`src/hw/rtl/i2cm_pkg.sv`:
```
// ---------------------------------------------------------------------------
// i2cm_pkg
// shared types and codes for the i2c master bit engine
// ---------------------------------------------------------------------------
`timescale 1ns / 1ps
`default_nettype none

package i2cm_pkg;

  // request operation codes
  localparam logic [3:0] OP_TICK  = 4'd0;
  localparam logic [3:0] OP_START = 4'd1;
  localparam logic [3:0] OP_STOP  = 4'd2;
  localparam logic [3:0] OP_WRITE = 4'd3;
  localparam logic [3:0] OP_READ  = 4'd4;
  localparam logic [3:0] OP_ACK   = 4'd5;
  localparam logic [3:0] OP_NACK  = 4'd6;
  localparam logic [3:0] OP_WAIT  = 4'd7;
  localparam logic [3:0] OP_PROBE = 4'd8;

  localparam logic [7:0] MSB_MASK = 8'h80;
  localparam logic [7:0] RW_WRITE = 8'h00;

  // sequencer state
  typedef struct packed {
    logic [3:0] cmd;
    logic [5:0] phase;
    logic [7:0] shift;
    logic       scl;
    logic       sda;
    logic       ack;
  } state_t;

  // one request
  typedef struct packed {
    logic [3:0] operation;
    logic [7:0] data_byte;
    logic       sda_in;
    logic       scl_in;
  } req_t;

  // one result
  typedef struct packed {
    logic       scl_out;
    logic       sda_out;
    logic       busy_res;
    logic       done_res;
    logic [7:0] read_data;
    logic       ack_bit;
    logic       rejected;
  } res_t;

endpackage

`default_nettype wire

```
`src/hw/rtl/i2cm_step.sv`:
```
// ---------------------------------------------------------------------------
// i2cm_step
// next-state and result logic for one request of the bit engine
// ---------------------------------------------------------------------------
`timescale 1ns / 1ps
`default_nettype none

module i2cm_step (
  input  wire i2cm_pkg::state_t st,
  input  wire i2cm_pkg::req_t   req,
  output i2cm_pkg::state_t      st_next,
  output i2cm_pkg::res_t        res
);

  typedef struct packed {
    i2cm_pkg::state_t st;
    logic             last;
  } tick_t;

  function automatic i2cm_pkg::state_t op_begin(input logic [3:0] op,
                                                input i2cm_pkg::state_t s);
    i2cm_pkg::state_t r;
    r = s;
    case (op)
      i2cm_pkg::OP_START: begin r.sda = 1'b1; r.scl = 1'b1; end
      i2cm_pkg::OP_STOP:  begin r.sda = 1'b0; r.scl = 1'b1; end
      i2cm_pkg::OP_WRITE: r.sda = |(s.shift & i2cm_pkg::MSB_MASK);
      i2cm_pkg::OP_READ:  begin r.shift = 8'd0; r.scl = 1'b1; end
      i2cm_pkg::OP_ACK:   r.sda = 1'b0;
      i2cm_pkg::OP_NACK:  r.sda = 1'b1;
      i2cm_pkg::OP_WAIT:  r.sda = 1'b1;
      default: ;
    endcase
    return r;
  endfunction

  function automatic tick_t op_tick(input logic [3:0] op, input logic [5:0] p,
                                    input logic sda, input i2cm_pkg::state_t s);
    tick_t      t;
    logic [9:0] prod;
    logic [4:0] bit_idx;
    logic [4:0] three_b;
    logic [1:0] sub;
    t.st    = s;
    t.last  = 1'b0;
    // divide by three through a reciprocal, exact for phases below 32
    prod    = 10'(p[4:0]) * 10'd11;
    bit_idx = prod[9:5];
    three_b = 5'(bit_idx * 5'd3);
    sub     = 2'(p[4:0] - three_b);
    case (op)
      i2cm_pkg::OP_START: begin
        if (p == 6'd0) t.st.sda = 1'b0;
        else if (p == 6'd1) t.st.scl = 1'b0;
        t.last = (p >= 6'd2);
      end
      i2cm_pkg::OP_STOP: begin
        if (p == 6'd0) t.st.sda = 1'b1;
        t.last = (p >= 6'd1);
      end
      i2cm_pkg::OP_WRITE: begin
        if (sub == 2'd0) begin
          t.st.scl = 1'b1;
        end else if (sub == 2'd1) begin
          t.st.scl = 1'b0;
          if (bit_idx >= 5'd7) t.st.sda = 1'b1;
          t.st.shift = {s.shift[6:0], 1'b0};
        end else begin
          if (bit_idx >= 5'd7) t.last = 1'b1;
          else t.st.sda = s.shift[7];
        end
      end
      i2cm_pkg::OP_READ: begin
        if (!p[0]) begin
          t.st.shift = {s.shift[6:0], sda};
          t.st.scl   = 1'b0;
        end else if (p[5:1] >= 5'd7) begin
          t.last = 1'b1;
        end else begin
          t.st.scl = 1'b1;
        end
      end
      i2cm_pkg::OP_ACK: begin
        if (p == 6'd0) t.st.scl = 1'b1;
        else if (p == 6'd1) t.st.scl = 1'b0;
        else t.st.sda = 1'b1;
        t.last = (p >= 6'd2);
      end
      i2cm_pkg::OP_NACK: begin
        if (p == 6'd0) t.st.scl = 1'b1;
        else if (p == 6'd1) t.st.scl = 1'b0;
        t.last = (p >= 6'd2);
      end
      i2cm_pkg::OP_WAIT: begin
        if (p == 6'd1) begin
          t.st.ack = sda;
          t.st.scl = 1'b0;
        end else if (p == 6'd0) begin
          t.st.scl = 1'b1;
        end
        t.last = (p >= 6'd2);
      end
      default: t.last = 1'b1;
    endcase
    return t;
  endfunction

  // probe chains start, address write, ack check and stop
  function automatic tick_t probe_tick(input logic [5:0] p, input logic sda,
                                       input i2cm_pkg::state_t s);
    tick_t t;
    t = '0;
    if (p < 6'd3) begin
      t = op_tick(i2cm_pkg::OP_START, p, sda, s);
      if (t.last) t.st = op_begin(i2cm_pkg::OP_WRITE, t.st);
      t.last = 1'b0;
    end else if (p < 6'd27) begin
      t = op_tick(i2cm_pkg::OP_WRITE, 6'(p - 6'd3), sda, s);
      if (t.last) t.st = op_begin(i2cm_pkg::OP_WAIT, t.st);
      t.last = 1'b0;
    end else if (p < 6'd30) begin
      t = op_tick(i2cm_pkg::OP_WAIT, 6'(p - 6'd27), sda, s);
      if (t.last) t.st = op_begin(i2cm_pkg::OP_STOP, t.st);
      t.last = 1'b0;
    end else begin
      t = op_tick(i2cm_pkg::OP_STOP, 6'(p - 6'd30), sda, s);
    end
    return t;
  endfunction

  tick_t            tk;
  i2cm_pkg::state_t ns;
  logic             done;
  logic             rej;

  always_comb begin
    ns   = st;
    done = 1'b0;
    rej  = 1'b0;
    tk   = '0;
    if (req.operation == i2cm_pkg::OP_TICK) begin
      if (st.cmd != i2cm_pkg::OP_TICK) begin
        if (st.cmd == i2cm_pkg::OP_PROBE) tk = probe_tick(st.phase, req.sda_in, st);
        else tk = op_tick(st.cmd, st.phase, req.sda_in, st);
        ns = tk.st;
        if (tk.last) begin
          done     = 1'b1;
          ns.cmd   = i2cm_pkg::OP_TICK;
          ns.phase = 6'd0;
        end else begin
          ns.phase = 6'(st.phase + 6'd1);
        end
      end
    end else if (req.operation <= i2cm_pkg::OP_PROBE) begin
      if (st.cmd != i2cm_pkg::OP_TICK) begin
        rej = 1'b1;
      end else if (req.operation == i2cm_pkg::OP_PROBE && !(req.sda_in && req.scl_in)) begin
        // bus not idle: fail at once
        ns.ack = 1'b1;
        done   = 1'b1;
      end else begin
        if (req.operation == i2cm_pkg::OP_WRITE) ns.shift = req.data_byte;
        if (req.operation == i2cm_pkg::OP_PROBE) begin
          ns.shift = req.data_byte | i2cm_pkg::RW_WRITE;
          ns = op_begin(i2cm_pkg::OP_START, ns);
        end else begin
          ns = op_begin(req.operation, ns);
        end
        ns.cmd   = req.operation;
        ns.phase = 6'd0;
      end
    end
  end

  assign st_next       = ns;
  assign res.scl_out   = ns.scl;
  assign res.sda_out   = ns.sda;
  assign res.busy_res  = (ns.cmd != i2cm_pkg::OP_TICK);
  assign res.done_res  = done;
  assign res.read_data = ns.shift;
  assign res.ack_bit   = ns.ack;
  assign res.rejected  = rej;

endmodule

`default_nettype wire

```
`src/hw/rtl/i2c_master_bit_engine.sv`:
```
// ---------------------------------------------------------------------------
// i2c_master_bit_engine
// open-drain i2c master bit sequencer driven by ticks and commands
// ---------------------------------------------------------------------------
// Each request is either one bit-delay tick or a command (start, stop, write
// byte, read byte, ack, nack, wait ack, probe address). A command sets up its
// first drive levels at once; every later tick advances the sequence by one
// phase and updates the scl/sda drive levels. Every request gives exactly one
// result carrying the drive levels, busy/done, the shift byte, the ack flag
// and a rejected flag for commands that arrive while a sequence runs.
// Throughput is one request per clock; a request passes the request register,
// then the phase sequencer into the result register. A full result register
// that is not taken holds the pipeline.
`timescale 1ns / 1ps
`default_nettype none

module i2c_master_bit_engine (
  input  wire        clk,
  input  wire        rst,
  // request channel
  input  wire        in_valid,
  output logic       in_ready,
  input  wire  [3:0] operation,
  input  wire  [7:0] data_byte,
  input  wire        sda_in,
  input  wire        scl_in,
  // result channel
  output logic       out_valid,
  input  wire        out_ready,
  output logic       scl_out,
  output logic       sda_out,
  output logic       busy_res,
  output logic       done_res,
  output logic [7:0] read_data,
  output logic       ack_bit,
  output logic       rejected
);

  // request register
  logic             req_valid;
  i2cm_pkg::req_t   req;
  // sequencer state and result register
  i2cm_pkg::state_t st;
  i2cm_pkg::state_t st_next;
  i2cm_pkg::res_t   res_next;
  i2cm_pkg::res_t   res;
  logic             advance;

  // the held request moves on whenever the result slot is free or draining
  assign advance  = req_valid && (!out_valid || out_ready);
  assign in_ready = !req_valid || advance;

  always_ff @(posedge clk) begin
    if (rst) begin
      req_valid <= 1'b0;
    end else if (in_ready) begin
      req_valid <= in_valid;
    end
  end

  always_ff @(posedge clk) begin
    if (in_valid && in_ready) begin
      req.operation <= operation;
      req.data_byte <= data_byte;
      req.sda_in    <= sda_in;
      req.scl_in    <= scl_in;
    end
  end

  i2cm_step u_step (
    .st      (st),
    .req     (req),
    .st_next (st_next),
    .res     (res_next)
  );

  // sequencer state only changes when a request is consumed
  always_ff @(posedge clk) begin
    if (rst) begin
      st.cmd   <= i2cm_pkg::OP_TICK;
      st.phase <= 6'd0;
      st.shift <= 8'd0;
      st.scl   <= 1'b1;
      st.sda   <= 1'b1;
      st.ack   <= 1'b1;
    end else if (advance) begin
      st <= st_next;
    end
  end

  always_ff @(posedge clk) begin
    if (rst) begin
      out_valid <= 1'b0;
    end else if (advance) begin
      out_valid <= 1'b1;
    end else if (out_ready) begin
      out_valid <= 1'b0;
    end
  end

  always_ff @(posedge clk) begin
    if (advance) begin
      res <= res_next;
    end
  end

  assign scl_out   = res.scl_out;
  assign sda_out   = res.sda_out;
  assign busy_res  = res.busy_res;
  assign done_res  = res.done_res;
  assign read_data = res.read_data;
  assign ack_bit   = res.ack_bit;
  assign rejected  = res.rejected;

endmodule

`default_nettype wire

```
`config.mk`:
```
export PLATFORM = sky130hd
export DESIGN_NAME = i2c_master_bit_engine
export DESIGN_NICKNAME = d
export VERILOG_FILES = /design/src/hw/rtl/i2cm_pkg.sv /design/src/hw/rtl/i2cm_step.sv /design/src/hw/rtl/i2c_master_bit_engine.sv
export SDC_FILE = /design/constraint.sdc
export NUM_CORES = 1
export LEC_CHECK = 0
export ABC_AREA = 1
export BUFFER_PORTS_ARGS = -buffer_cell sky130_fd_sc_hd__clkbuf_2
export CAP_MARGIN = 10
export CORE_MARGIN = 3
export CORE_UTILIZATION = 34
export CTS_CLUSTER_SIZE = 8
export DETAILED_ROUTE_END_ITERATION = 7
export HOLD_SLACK_MARGIN = 0.08
export PLACE_DENSITY_LB_ADDON = 0.08
export REMOVE_ABC_BUFFERS = 1
export SLEW_MARGIN = 20
export SYNTH_ARGS = -nofsm -noshare
export SYNTH_HDL_FRONTEND = slang
export SYNTH_SLANG_ARGS = --single-unit
```
`constraint.sdc`:
```
create_clock -name clk -period 4.6 [get_ports clk]
set_input_delay 0.46 -clock clk [delete_from_list [all_inputs] [get_ports clk]]
set_output_delay 0.46 -clock clk [all_outputs]
set_load 0.01 [all_outputs]
```
# --- After elaboration in Yosys (flattened, before gate mapping) ---
# Index checks and enable logic that the tools add are counted.
op_classes:
  bitwise: 1
  div: 0
  eq_ne: 23
  muxes: 90
  n_reduce_logical: 26
  multipliers: 4
  n_lt_le_gt_ge: 11
  n_shift: 0
  add_sub_neg: 6
ops:
  columns: ["operator", "count"]
  rows:
  - ["2-to-1 mux 21 bit", 4]
  - ["2-to-1 mux 1 bit", 55]
  - ["2-to-1 mux 22 bit", 2]
  - ["2-to-1 mux 8 bit", 5]
  - ["2-to-1 mux 12 bit", 3]
  - ["equality test 4 x 3 -> 1 bit (second input constant)", 8]
  - ["2-to-1 mux 20 bit", 1]
  - ["logical NOT 6 bit", 3]
  - ["multiplier 5 x 4 -> 9 bit (second input constant)", 2]
  - ["2-to-1 mux 9 bit", 2]
  - ["equality test 4 x 2 -> 1 bit (second input constant)", 4]
  - ["2-to-1 mux 2 bit", 8]
  - ["one-hot mux 8 bit (2 select lines)", 1]
  - ["equality test 6 x 1 -> 1 bit (second input constant)", 2]
  - [">= comparator 6 x 1 -> 1 bit (second input constant)", 2]
  - [">= comparator 6 x 2 -> 1 bit (second input constant)", 2]
  - ["< comparator 6 x 5 -> 1 bit (second input constant)", 2]
  - ["subtractor 6 x 5 -> 6 bit (second input constant)", 2]
  - ["2-to-1 mux 11 bit", 1]
  - ["equality test 4 x 1 -> 1 bit (second input constant)", 2]
  - ["equality test 4 bit (second input constant)", 2]
  - [">= comparator 4 x 3 -> 1 bit (second input constant)", 2]
  - ["multiplier 4 x 2 -> 2 bit (second input constant)", 2]
  - ["2-to-1 mux 4 bit", 2]
  - ["27 further kinds", 42]
totals:
  latch_bits: 0
  output_inout_bits: 16
  rom_bits: 0
  ramBits: 0
  register_bits: 51
  mem_count: 0
  wordCells: 180
  in_bits: 18

# --- Depth between registers and ports, before layout ---
# Gate-level depths: netlist (run 1).
logic_depth:
  word_depth: 22
  depth_mapped: 29
  mapped_depth_nobuf: 29

# --- By module ---
# A second synthesis (run 1) with hierarchy kept.
hier_totals:
  hier_cells: 650
  area_unflattened_um2: 4789.6
modules_own_cells:
  columns: ["mod", "area_each_um2", "seq_area_each_um2", "cells_per_inst", "n_inst"]
  rows:
  - ["i2cm_step", 2821.5, 0.0, 478, 1]
  - ["i2c_master_bit_engine", 1968.1, 1301.2, 172, 1]

# --- Least setup slack after synthesis (run 1) ---
# Ideal clock, no wire load.
synth_timing:
  kind: "register to register"
  from: "reg, netlist name st[12]"
  to: "reg res, in the netlist read_data[0] (data pin)"
  arrival_time_ps: 3931
  slack_ps: 402
  period_less_slack_ps: 4198
  setup_time_ps: 267
  path_stages_with_launch: 21
  required_ps: 4333
  path_buffers: 0
  cell_sequence: "dfxtp_1 > inv_1 > ha_1 > ha_1 > inv_1 > fa_1 > inv_1 > ha_1 > a21oi_1 > nand2_1 > a21oi_1 > xnor2_1 > ha_1 > xnor2_1 > xnor2_1 > nor2_1 > nand3_2 > nor2_2 > nor2_2 > a22oi_1 > o21ai_2"
synth_rtl:
  columns: ["item", "line_no", "text"]
  rows:
  - ["end signal, assigned", "i2c_master_bit_engine.sv:103", "res <= res_next;"]
  - ["end, declared", "i2c_master_bit_engine.sv:46", "i2cm_pkg::res_t res;"]

==> results of run 1 <==
[metal layers]
layer / routed length, um / vias to the layer above / global-route usage [%] / share of wire [%]
met4: 112 / 0 / 3.944 / 1.0
li1: - / 1954 / - / -
met3: 478 / 11 / 2.820 / 4.3
met2: 4750 / 81 / 25.89 / 43
met1: 5757 / 1749 / 26.82 / 52
met5: 0 / - / 0 / 0
[report_power, final]
group	leakage, nW	switching, mW	internal (mW)
Sequential	0.457	0.0228	0.513
Clock	0.0748	0.185	0.207
Combinational	1.63	0.121	0.0627
Total	2.16	0.329	0.782
[final cells by class]
cell class                 instances  area, um^2  area share [%]
inverter                          86       322.8           6.930
tap                              143       178.9           3.841
clock inverter                     3       26.28          0.5641
sequential                        51        1305           28.01
timing repair buffer              45       255.2           5.479
clock buffer                       5       125.1           2.686
multi-input combinational        416        2445           52.48
[cells in the mapped netlist (3+ instances only)]
master	number	area share, %
nor3_1	3	0.37
nand2_2	3	0.46
clkbuf_1	6	0.55
inv_2	14	1.3
o22ai_1	3	0.46
nand3_1	30	3.7
edfxtp_1	28	21
nand4_1	7	1.1
nor2_1	51	4.7
buf_2	3	0.37
nand2_1	131	12
nor2_4	4	1.1
nor2_2	6	0.92
o21a_1	4	0.73
inv_1	70	6.4
a21oi_1	43	5.3
xor2_1	5	1.1
xnor2_1	8	1.7
dfxtp_1	23	11
o21ai_1	20	2.4
o21ai_0	26	3.2
o2111ai_1	5	1.1
ha_1	38	12
o211ai_1	11	2.0
[cells in the final DEF, fill, tap and decap left out, types with 2 or more instances in the layout]
| master | netlist | layout |
|---|---|---|
| o21ai_0 | 26 | 26 |
| dfxtp_2 | 0 | 3 |
| xnor2_1 | 8 | 7 |
| nor3_2 | 2 | 2 |
| inv_1 | 70 | 69 |
| o22ai_1 | 3 | 3 |
| o21a_1 | 4 | 4 |
| xor2_1 | 5 | 5 |
| nor2_4 | 4 | 5 |
| o21ai_1 | 20 | 20 |
| inv_6 | 0 | 2 |
| nand4_1 | 7 | 7 |
| edfxtp_1 | 28 | 28 |
| clkbuf_2 | 0 | 33 |
| nor3_1 | 3 | 3 |
| nand2_2 | 3 | 4 |
| inv_2 | 14 | 15 |
| dfxtp_1 | 23 | 20 |
| nand2_1 | 131 | 130 |
| nor2_1 | 51 | 51 |
| o2111ai_1 | 5 | 5 |
| clkbuf_16 | 0 | 5 |
| o211ai_1 | 11 | 11 |
| a21oi_1 | 43 | 42 |
| nand3_1 | 30 | 30 |
| clkinv_1 | 2 | 2 |
| fa_1 | 2 | 2 |
| nor2_2 | 6 | 5 |
| buf_4 | 1 | 12 |
| ha_1 | 38 | 37 |
[flip-flops by register name, indices dropped and copies added (netlist names)]
register	flops
req	14
read_data	8
busy_res	1
ack_bit	1
scl_out	1
st	21
done_res	1
sda_out	1
out_valid	1
req_valid	1
rejected	1
[worst reg2reg max path, cell delays in order, from the launching register on]
cell      delay [ns]
dfxtp_1         0.35
inv_2           0.06
ha_1            0.17
nand2_1         0.06
nand2_1         0.09
xor2_2          0.17
ha_1            0.27
inv_1           0.05
fa_1            0.50
inv_1           0.05
ha_1            0.30
a21oi_1         0.15
nand2_1         0.12
xnor2_1         0.20
inv_1           0.12
ha_4            0.26
xnor2_2         0.13
xnor2_1         0.20
inv_1           0.10
nand2_1         0.09
o21ai_0         0.10
a21oi_1         0.15
nand2_1         0.07
o211ai_1        0.08
nand2_1         0.08
nand2_1         0.06
nand2_1         0.05
[repair_timing]
item,4_1_cts,5_1_grt
buffers inserted,0,2
hold buffers,0,0
setup endpoints to repair,0,16
resized for setup,0,8
endpoints found under the hold margin,0,0
[cells by family (layout without fill, tap and decap cells)]
family / Yosys count / after routing
compound gates: 121 / 121
fa+ha+maj: 40 / 40
simple gates: 240 / 240
buf+inv: 97 / 139
xor+xnor: 14 / 14
mux: 1 / 1
flops: 51 / 51
[worst max path at each step]
stage,startpoint,to,slack (ns),depth (start not counted)
global placement,st[12]$_SDFFE_PP0P_,st[3]$_SDFFE_PP0P_,0.40,24
finish,st[13]$_SDFFE_PP0P_,scl_out$_DFFE_PP_,0.31,26
global route,st[13]$_SDFFE_PP0P_,scl_out$_DFFE_PP_,-0.02,26
CTS,st[12]$_SDFFE_PP0P_,st[3]$_SDFFE_PP0P_,0.27,24
detailed placement,st[12]$_SDFFE_PP0P_,st[3]$_SDFFE_PP0P_,0.27,24
floorplan,st[12]$_SDFFE_PP0P_,st[3]$_SDFFE_PP0P_,0.40,22
==> impl_metrics.toml, run 1 <==
[worst_hold_path]
holdPathEnd = "req[1]$_DFFE_PP_"
worstHoldPathType = "input port to flip-flop"
hold_depth = 1
hold_start = "sda_in"

[setup_path]
cp.arrival_ns = 4.34
slowest_stage = "fa_1"
cp-end-kind = "flip-flop"
rr_worst_depth = 26
r2r_slack_ns = 0.31
worstReg2RegStart = "st[13]$_SDFFE_PP0P_"
cp_common_cell = "nand2_1"
max_stage_delay_ns = 0.50
path_buf_inv = 5
critical_path_class = "flip-flop to flip-flop"
cp_top_family = "adder cells"
start_kind = "flip-flop"
worst_ep_required_time_ns = 4.65
r2r-end = "scl_out$_DFFE_PP_"
critPathMaxFanout = 4

[clock_network]
cts-buffers-inserted = 5
clk_latency_ns = 0.30
cts_root_buffer = "clkbuf_16"
clk_pin_slew_ns = 0.07
clock-sinks = 51
htreeDepth = 2
ctsLongestPathBuffers = 2
cts_tree = "done"

[route]
vias = 3795
drt_iter0_drc = 205
wl_per_cell_um = 14.82
dr.pass1.iters = 5
drc = 0
viasPerCell = 5.067
drt_wl_total_um = 11100
postRouteAntennaNets = 0

[yosys]
ys_seq_elements = 51
netlist_instances = 564
synth_top_family_by_area = "simple AND/OR/NAND/NOR gates"
async_flop_share_pct = 0
synth-compound-area-share_pct = 17.39
synth_area_um2 = 4094
synthSimpleGateAreaFrac_pct = 25.55
synth_edf_count = 28
yosysWarnings = 0
yosys.area_share.xor_xnor_pct = 3.178
synth.mux.area_fraction_pct = 0.2445
ys_types = 43
yosys.area_share.adder_pct = 12.59
synth_ff_type = "edfxtp_1"
ys_seq_area_share_pct = 31.78
syn_avg_cell_area_um2 = 7.259

[floorplan]
dieArea_um2 = 13390
die_h_um = 115.7
ios = 34
initial_core_util_pct = 35.25
die_w_um = 115.7
row_count = 39
placeableCoreArea_um2 = 11610

[flow_run]
maxCapViolCount = 0

[grt]
antenna_found_initial = 0
grt_pass1_wl_um = 18660
grt_pass1_vias = 3618
grt_max_degree = 30
globalRouteOverflowTotal = 0
grt_usage_pct = 17.53

[finish]
fin_util_pct = 40.11
design_area_um2 = 4658
fin_nets = 663
stdcell_count = 749
nFillCells = 1205
antenna_cells_inserted = 0
drive_gt1_share_pct = 16.01
area_growth_pct = 13.78

[sta]
post-route-period-util_pct = 93.18
hold_ws_ns = 0.3341
finalMaxSlewViolations = 0
setup_ws_ns = 0.3137
finalHoldViolations = 0
setup_viol = 0
maxSlewHeadroom_pct = 48.29
fmax_mhz = 233.3
clock_skew_ns = 0.01250
worstMarginPinSlew_ns = 0.7737
fin_crit_ns = 4.286
tns_ns = 0

[placement]
hpwl_um = 8666
placed_area_um2 = 4457
place.port_buffers = 33
post-place-ws_ns = 0.2721
gp_congestion = 0.8986
placed_cells = 739

[power]
p_leak_nw = 2.164
powerDensity_nw_per_um2 = 238.6
ir_worst_vdd_v = 0.0001632
p_total_mw = 1.111

[status]
outcome = "completed"
Power figures use the tool's default switching activity.
==> inputs of run 2 (changes only) <==
--- a/config.mk
+++ b/config.mk
@@ -5,7 +5,6 @@
 export SDC_FILE = /design/constraint.sdc
 export NUM_CORES = 1
 export LEC_CHECK = 0
-export ABC_AREA = 1
 export BUFFER_PORTS_ARGS = -buffer_cell sky130_fd_sc_hd__clkbuf_2
 export CAP_MARGIN = 10
 export CORE_MARGIN = 3
==> constraint.sdc (replaced) <==
create_clock -name clk -period 4.6 [get_ports clk]
set_input_delay 0.69 -clock clk [delete_from_list [all_inputs] [get_ports clk]]
set_output_delay 0.69 -clock clk [all_outputs]
set_load 0.01 [all_outputs]
==> run 2 against run 1 <==
Effect of this change: area after synthesis is 5.3% lower; routed wire length shrank 5.1%; clock skew down 0.0044 ns; clock power is 1% higher.
==> impl_metrics.toml, run 2 <==
[grt]
antenna_found_initial = 0
grt_pass1_wl_um = 17420
grt_max_degree = 26
grt_pass1_vias = 3278
grt_usage_pct = 17.12
globalRouteOverflowTotal = 0

[finish]
fin_util_pct = 41.01
multi_input_area_um2 = 2471
fin_nets = 534
nFillCells = 1140
stdcell_count = 617
design_area_um2 = 4504
largest_register = "st"
antenna_cells_inserted = 0
final_cell_mix = "nand2_1 (43), ha_1 (38), nor2_1 (35), clkbuf_2 (33)"
layout_commonest_cell = "nand2_1"
seqCellArea_um2 = 1303
largest_reg_flops = 21
area_growth_pct = 16.20
drive_gt1_share_pct = 18.87

[setup_path]
critPathMaxFanout = 6
cp-end-kind = "flip-flop"
r2r-end = "st[6]$_SDFFE_PP0P_"
rr_worst_depth = 19
worst_ep_required_time_ns = 4.78
r2r_slack_ns = 0.27
worstReg2RegStart = "st[13]$_SDFFE_PP0P_"
cp.arrival_ns = 4.51
critical_path_class = "flip-flop to flip-flop"
start_kind = "flip-flop"

[sta]
worstMarginPinSlew_ns = 0.9089
finalMaxSlewViolations = 0
clock_skew_ns = 0.008092
fmax_mhz = 231.1
post-route-period-util_pct = 94.07
tns_ns = 0
finalHoldViolations = 0
setup_ws_ns = 0.2726
maxSlewHeadroom_pct = 38.90
hold_ws_ns = 0.5150
setup_viol = 0
fin_crit_ns = 4.327

[clock_network]
ctsLongestPathBuffers = 2
clk_latency_ns = 0.30
clock-sinks = 51
clk_pin_slew_ns = 0.07
cts_tree = "done"
htreeDepth = 2
ctsHoldBuffers = 0
cts-buffers-inserted = 5
cts_root_buffer = "clkbuf_16"

[yosys]
ys_types = 70
yosysMostFrequentCell = "nand2_1"
ys_seq_area_share_pct = 33.57
synth_area_um2 = 3876
synth_edf_count = 28
syn_avg_cell_area_um2 = 8.870
synth_common_cells = "nand2_1 (43), ha_1 (38), nor2_1 (36), o21ai_0 (29), edfxtp_1 (28)"
ys_seq_elements = 51
yosysWarnings = 0
async_flop_share_pct = 0
netlist_instances = 437
yosysTopAreaCell = "edfxtp_1"
synth_top_area_share_pct = 21.69
synth_ff_type = "edfxtp_1"
ys_top_cells_by_area = "edfxtp_1 (22%), ha_1 (12%), dfxtp_1 (12%)"

[floorplan]
die_h_um = 112.8
dieArea_um2 = 12720
placeableCoreArea_um2 = 10980
row_count = 38
ios = 34
die_w_um = 112.8
initial_core_util_pct = 35.29

[worst_hold_path]
hold_depth = 2
worstHoldPathType = "flip-flop to flip-flop"
holdPathEnd = "st[13]$_SDFFE_PP0P_"
hold_start = "st[13]$_SDFFE_PP0P_"

[power]
p_total_mw = 1.015
p_leak_nw = 1.850
ir_worst_vdd_v = 0.0002546
powerDensity_nw_per_um2 = 225.4

[placement]
gp_congestion = 0.8432
post-place-ws_ns = 0.02987
hpwl_um = 7949
place.port_buffers = 33
placed_cells = 606
placed_area_um2 = 4259

[route]
wl_per_cell_um = 17.07
postRouteAntennaNets = 0
drc = 0
dr.pass1.iters = 4
drt_iter0_drc = 179
vias = 3402
drt_wl_total_um = 10530
viasPerCell = 5.514

[flow_run]
maxCapViolCount = 0

[status]
outcome = "completed"
[run 2: critical path, stage by stage, from the launching register on]
cell and delay [ns]:
dfxtp_1 0.33, inv_1 0.06, ha_1 0.20, a21oi_2 0.20, xor2_2 0.10, ha_1 0.28, inv_1 0.05, fa_1 0.50
inv_1 0.04, ha_1 0.29, a21oi_1 0.16, xnor2_1 0.18, ha_1 0.21, xnor3_2 0.46, nand4_1 0.15, o211ai_1 0.22
buf_4 0.25, a32oi_1 0.23, a21boi_0 0.19, o21ai_0 0.09
[run 2: worst max-delay path by stage]
stage | start | slack, ns | to
floorplan | st[13]$_SDFFE_PP0P_ | -0.02 | read_data[2]$_DFFE_PP_
finish | st[13]$_SDFFE_PP0P_ | 0.27 | st[6]$_SDFFE_PP0P_
global route | st[12]$_SDFFE_PP0P_ | -0.009 | read_data[1]$_DFFE_PP_
detailed placement | st[13]$_SDFFE_PP0P_ | 0.03 | read_data[2]$_DFFE_PP_
CTS | st[13]$_SDFFE_PP0P_ | 0.02 | read_data[2]$_DFFE_PP_
global placement | st[12]$_SDFFE_PP0P_ | 0.14 | st[6]$_SDFFE_PP0P_
[run 2: where the power goes]
| group | total (mW) | internal (mW) | switching (mW) |
|---|---|---|---|
| combinational | 0.101 | 0.0394 | 0.0616 |
| clock | 0.397 | 0.208 | 0.189 |
| sequential | 0.517 | 0.499 | 0.0187 |
[run 2: repair_timing]
item                                   4_1_cts  5_1_grt
setup endpoints to repair                    0       18
gates resized for setup                      0       17
buffers inserted                             0        3
endpoints found under the hold margin        0        0
[run 2: cell families (layout without fill, tap and decap cells)]
group                    Yosys count  after routing  synth area share (%)
AO/OA/AOI/OAI                    131            131                 22.89
XOR/XNOR                          14             14                 3.518
adder cells (fa/ha/maj)           42             42                 13.82
buffers and inverters             43             83                 4.422
AND/OR/NAND/NOR                  150            150                 20.24
multiplexers                       6              6                 1.549
flip-flops                        51             51                 33.57
[run 2: layout make-up]
type / count / area share, %
flip-flops and latches: 51 / 28.92
well taps: 140 / 3.889
clock inverters: 3 / 0.6389
repair buffers: 54 / 7.167
inverters: 21 / 1.750
multi-input cells: 343 / 54.86
clock buffers: 5 / 2.778
[run 2: layer usage]
metal | vias up | share of wire [%] | GRT usage, %
li1 | 1714 | - | -
met1 | 1615 | 49 | 25.67
met2 | 68 | 46 | 25.75
met3 | 5 | 4.0 | 2.727
met4 | 0 | 0.85 | 4.167
met5 | - | 0 | 0
==> inputs of run 3 (changes only) <==
--- a/config.mk
+++ b/config.mk
@@ -9,10 +9,10 @@
 export CAP_MARGIN = 10
 export CORE_MARGIN = 3
 export CORE_UTILIZATION = 34
+export CTS_CLUSTER_DIAMETER = 40
 export CTS_CLUSTER_SIZE = 8
 export DETAILED_ROUTE_END_ITERATION = 7
 export HOLD_SLACK_MARGIN = 0.08
-export PLACE_DENSITY_LB_ADDON = 0.08
 export REMOVE_ABC_BUFFERS = 1
 export SLEW_MARGIN = 20
 export SYNTH_ARGS = -nofsm -noshare
==> run 3 against run 2 <==
Effect of this change: final cell count is 0.32% lower; count of clock-buffer cells in the layout up 1; hold slack better by 0.0027 ns; critical path depth shrank 4; global-route usage down 1.4 points; maximum frequency shrank 0.79%; register-to-register slack got worse by 0.03 ns; sequential share of layout area shrank 0.18 points; critical path type unchanged.
==> impl_metrics.toml, run 3 (synthesis results as in run 2) <==
[setup_path]
critical_path_class = "flip-flop to flip-flop"
critPathMaxFanout = 13
max_stage_delay_ns = 0.46
cp-end-kind = "flip-flop"
cp_cell_sequence = "buf_4 -> ha_1 -> fa_1 -> ha_1 -> o21a_1 -> o2bb2ai_1 -> xnor2_1 -> ha_1 -> xnor2_1 -> xnor2_2 -> or2_2 -> o211ai_1 -> o21ai_0 -> or2_2 -> a22o_1"
cp_common_cell = "ha_1"
start_kind = "flip-flop"
worstReg2RegStart = "st[12]$_SDFFE_PP0P_"
worst_ep_required_time_ns = 4.64
slowest_stage = "fa_1"
cp.arrival_ns = 4.40
startpoint = "st[12]$_SDFFE_PP0P_"

[sta]
finalMaxSlewViolations = 0
finalHoldViolations = 0
maxSlewHeadroom_pct = 39.93
fmax_mhz = 229.3
setup_ws_ns = 0.2383
worstMarginPinSlew_ns = 0.8936
post-route-period-util_pct = 94.82
clock_skew_ns = 0.01055
setup_viol = 0
fin_crit_ns = 4.362

[power]
share_comb_of_total_power_pct = 9.5
p_total_mw = 1.082
netSwitchingFraction_pct = 24.90
p_leak_nw = 1.872
powerDensity_nw_per_um2 = 238.8
p_seq_share_pct = 47.9
power_frac_clock_pct = 42.7
p_sw_uw = 269.5
p_int_uw = 812.7
ir_worst_vdd_v = 0.0001708

[placement]
hpwl_um = 7457
gp_congestion = 0.8491
place.port_buffers = 33
post-place-ws_ns = -0.06989

[worst_hold_path]
worstHoldPathType = "flip-flop to flip-flop"
hold_start = "st[6]$_SDFFE_PP0P_"

[grt]
grt_max_degree = 26
grt_usage_pct = 15.76
globalRouteOverflowTotal = 0
grt_pass1_wl_um = 16580
antenna_found_initial = 0
grt_pass1_vias = 3332

[finish]
largest_register = "st"
largest_reg_flops = 21
fin_nets = 532
layout_commonest_cell = "nand2_1"
antenna_cells_inserted = 0
area_growth_pct = 16.91
fin_util_pct = 41.26
final_cell_mix = "nand2_1 (43), ha_1 (38), nor2_1 (35), clkbuf_2 (33), edfxtp_1 (28)"
drive_gt1_share_pct = 19.37

[clock_network]
htreeDepth = 2
clk_latency_ns = 0.30
ctsLongestPathBuffers = 2
clock-sinks = 51
cts_root_buffer = "clkbuf_16"
ctsHoldBuffers = 0
clk_pin_slew_ns = 0.07
cts-buffers-inserted = 5
cts_tree = "done"

[route]
drt_wl_total_um = 10270
met1_length_um = 4764
top_layer_used = "met4"
drt_iter0_drc = 322
viasPerCell = 5.779
dr.pass1.iters = 5
vias = 3554
drc = 0
dr_wl_met2_um = 4778
wl_per_cell_um = 16.69
dr_wl_met3_um = 532
postRouteAntennaNets = 0

[floorplan]
dieArea_um2 = 12720
ios = 34
die_w_um = 112.8
row_count = 38
initial_core_util_pct = 35.29
die_h_um = 112.8
placeableCoreArea_um2 = 10980

[flow_run]
maxCapViolCount = 0

[status]
outcome = "completed"
-- run 3: cell count changes in the layout (fill, tap and decap cells not counted), moves of 2 or more --
cell / delta
a32oi_2: +2
a32oi_1: -2
buf_4: -2
a21boi_0: -2
a21boi_2: +2
clkinv_4: -2
-- run 3: final timing paths --
check / end / slack, ns / cells after the start
worst min register to register: st[6]$_SDFFE_PP0P_ / 0.52 / 2
worst max-delay path: busy_res$_DFFE_PP_ / 0.24 / 15
worst max register to register: busy_res$_DFFE_PP_ / 0.24 / 15
worst min-delay path: st[6]$_SDFFE_PP0P_ / 0.52 / 2
-- run 3: critical path: cells and delay by family, from the launching register on --
kind | cells | cell delay [ns]
AO/OA/AOI/OAI | 5 | 0.97
XOR/XNOR | 3 | 0.58
adder cells (fa/ha/maj) | 4 | 1.30
buffers and inverters | 1 | 0.22
flip-flops | 1 | 0.40
AND/OR/NAND/NOR | 2 | 0.63
-- run 3: metal layers --
metal  vias to the layer above  global-route usage, %
li1                       1705                      -
met1                      1690                  22.01
met2                       134                  25.67
met3                        25                  2.139
met4                         0                  4.327
met5                         -                      0
-- run 3: repair_timing --
action	in CTS	in global routing
pin swaps	1	5
setup buffers	2	2
setup endpoints to repair	10	18
cloned	0	0
gates resized for setup	1	23
-- run 3: cell type report --
cell class              count  area [um^2]
inverters                  21        78.83
repair buffers             52        307.8
clock inverters             2        38.79
flip-flops and latches     51         1303
fillers                  1068         6451
well taps                 140        175.2
multi-input cells         343         2490
clock buffers               6        138.9
-- run 3: power groups by stage --
stage / Combinational (mW) / Clock, mW / Sequential, mW
CTS: 0.100 / 0.463 / 0.517
finish: 0.103 / 0.462 / 0.518
global route: 0.113 / 0.484 / 0.520
detailed placement: 0.0993 / 0 / 0.527
floorplan: 0.0601 / 0 / 0.525
global placement: 0.0976 / 0 / 0.527
-- run 3: through the flow --
stage          instance area (um^2)  hold WS, ns  TNS [ns]  cells
4_1_cts                        4433       0.5004         0    613
3_5_place_dp                   4237       0.4899   -0.3987    603
3_3_place_gp                   4237       0.4789         0    603
2_1_floorplan                  3784       0.4632  -0.09065    415
6_report                       4532       0.5177         0    615
5_1_grt                        4532       0.5619  -0.08238    615
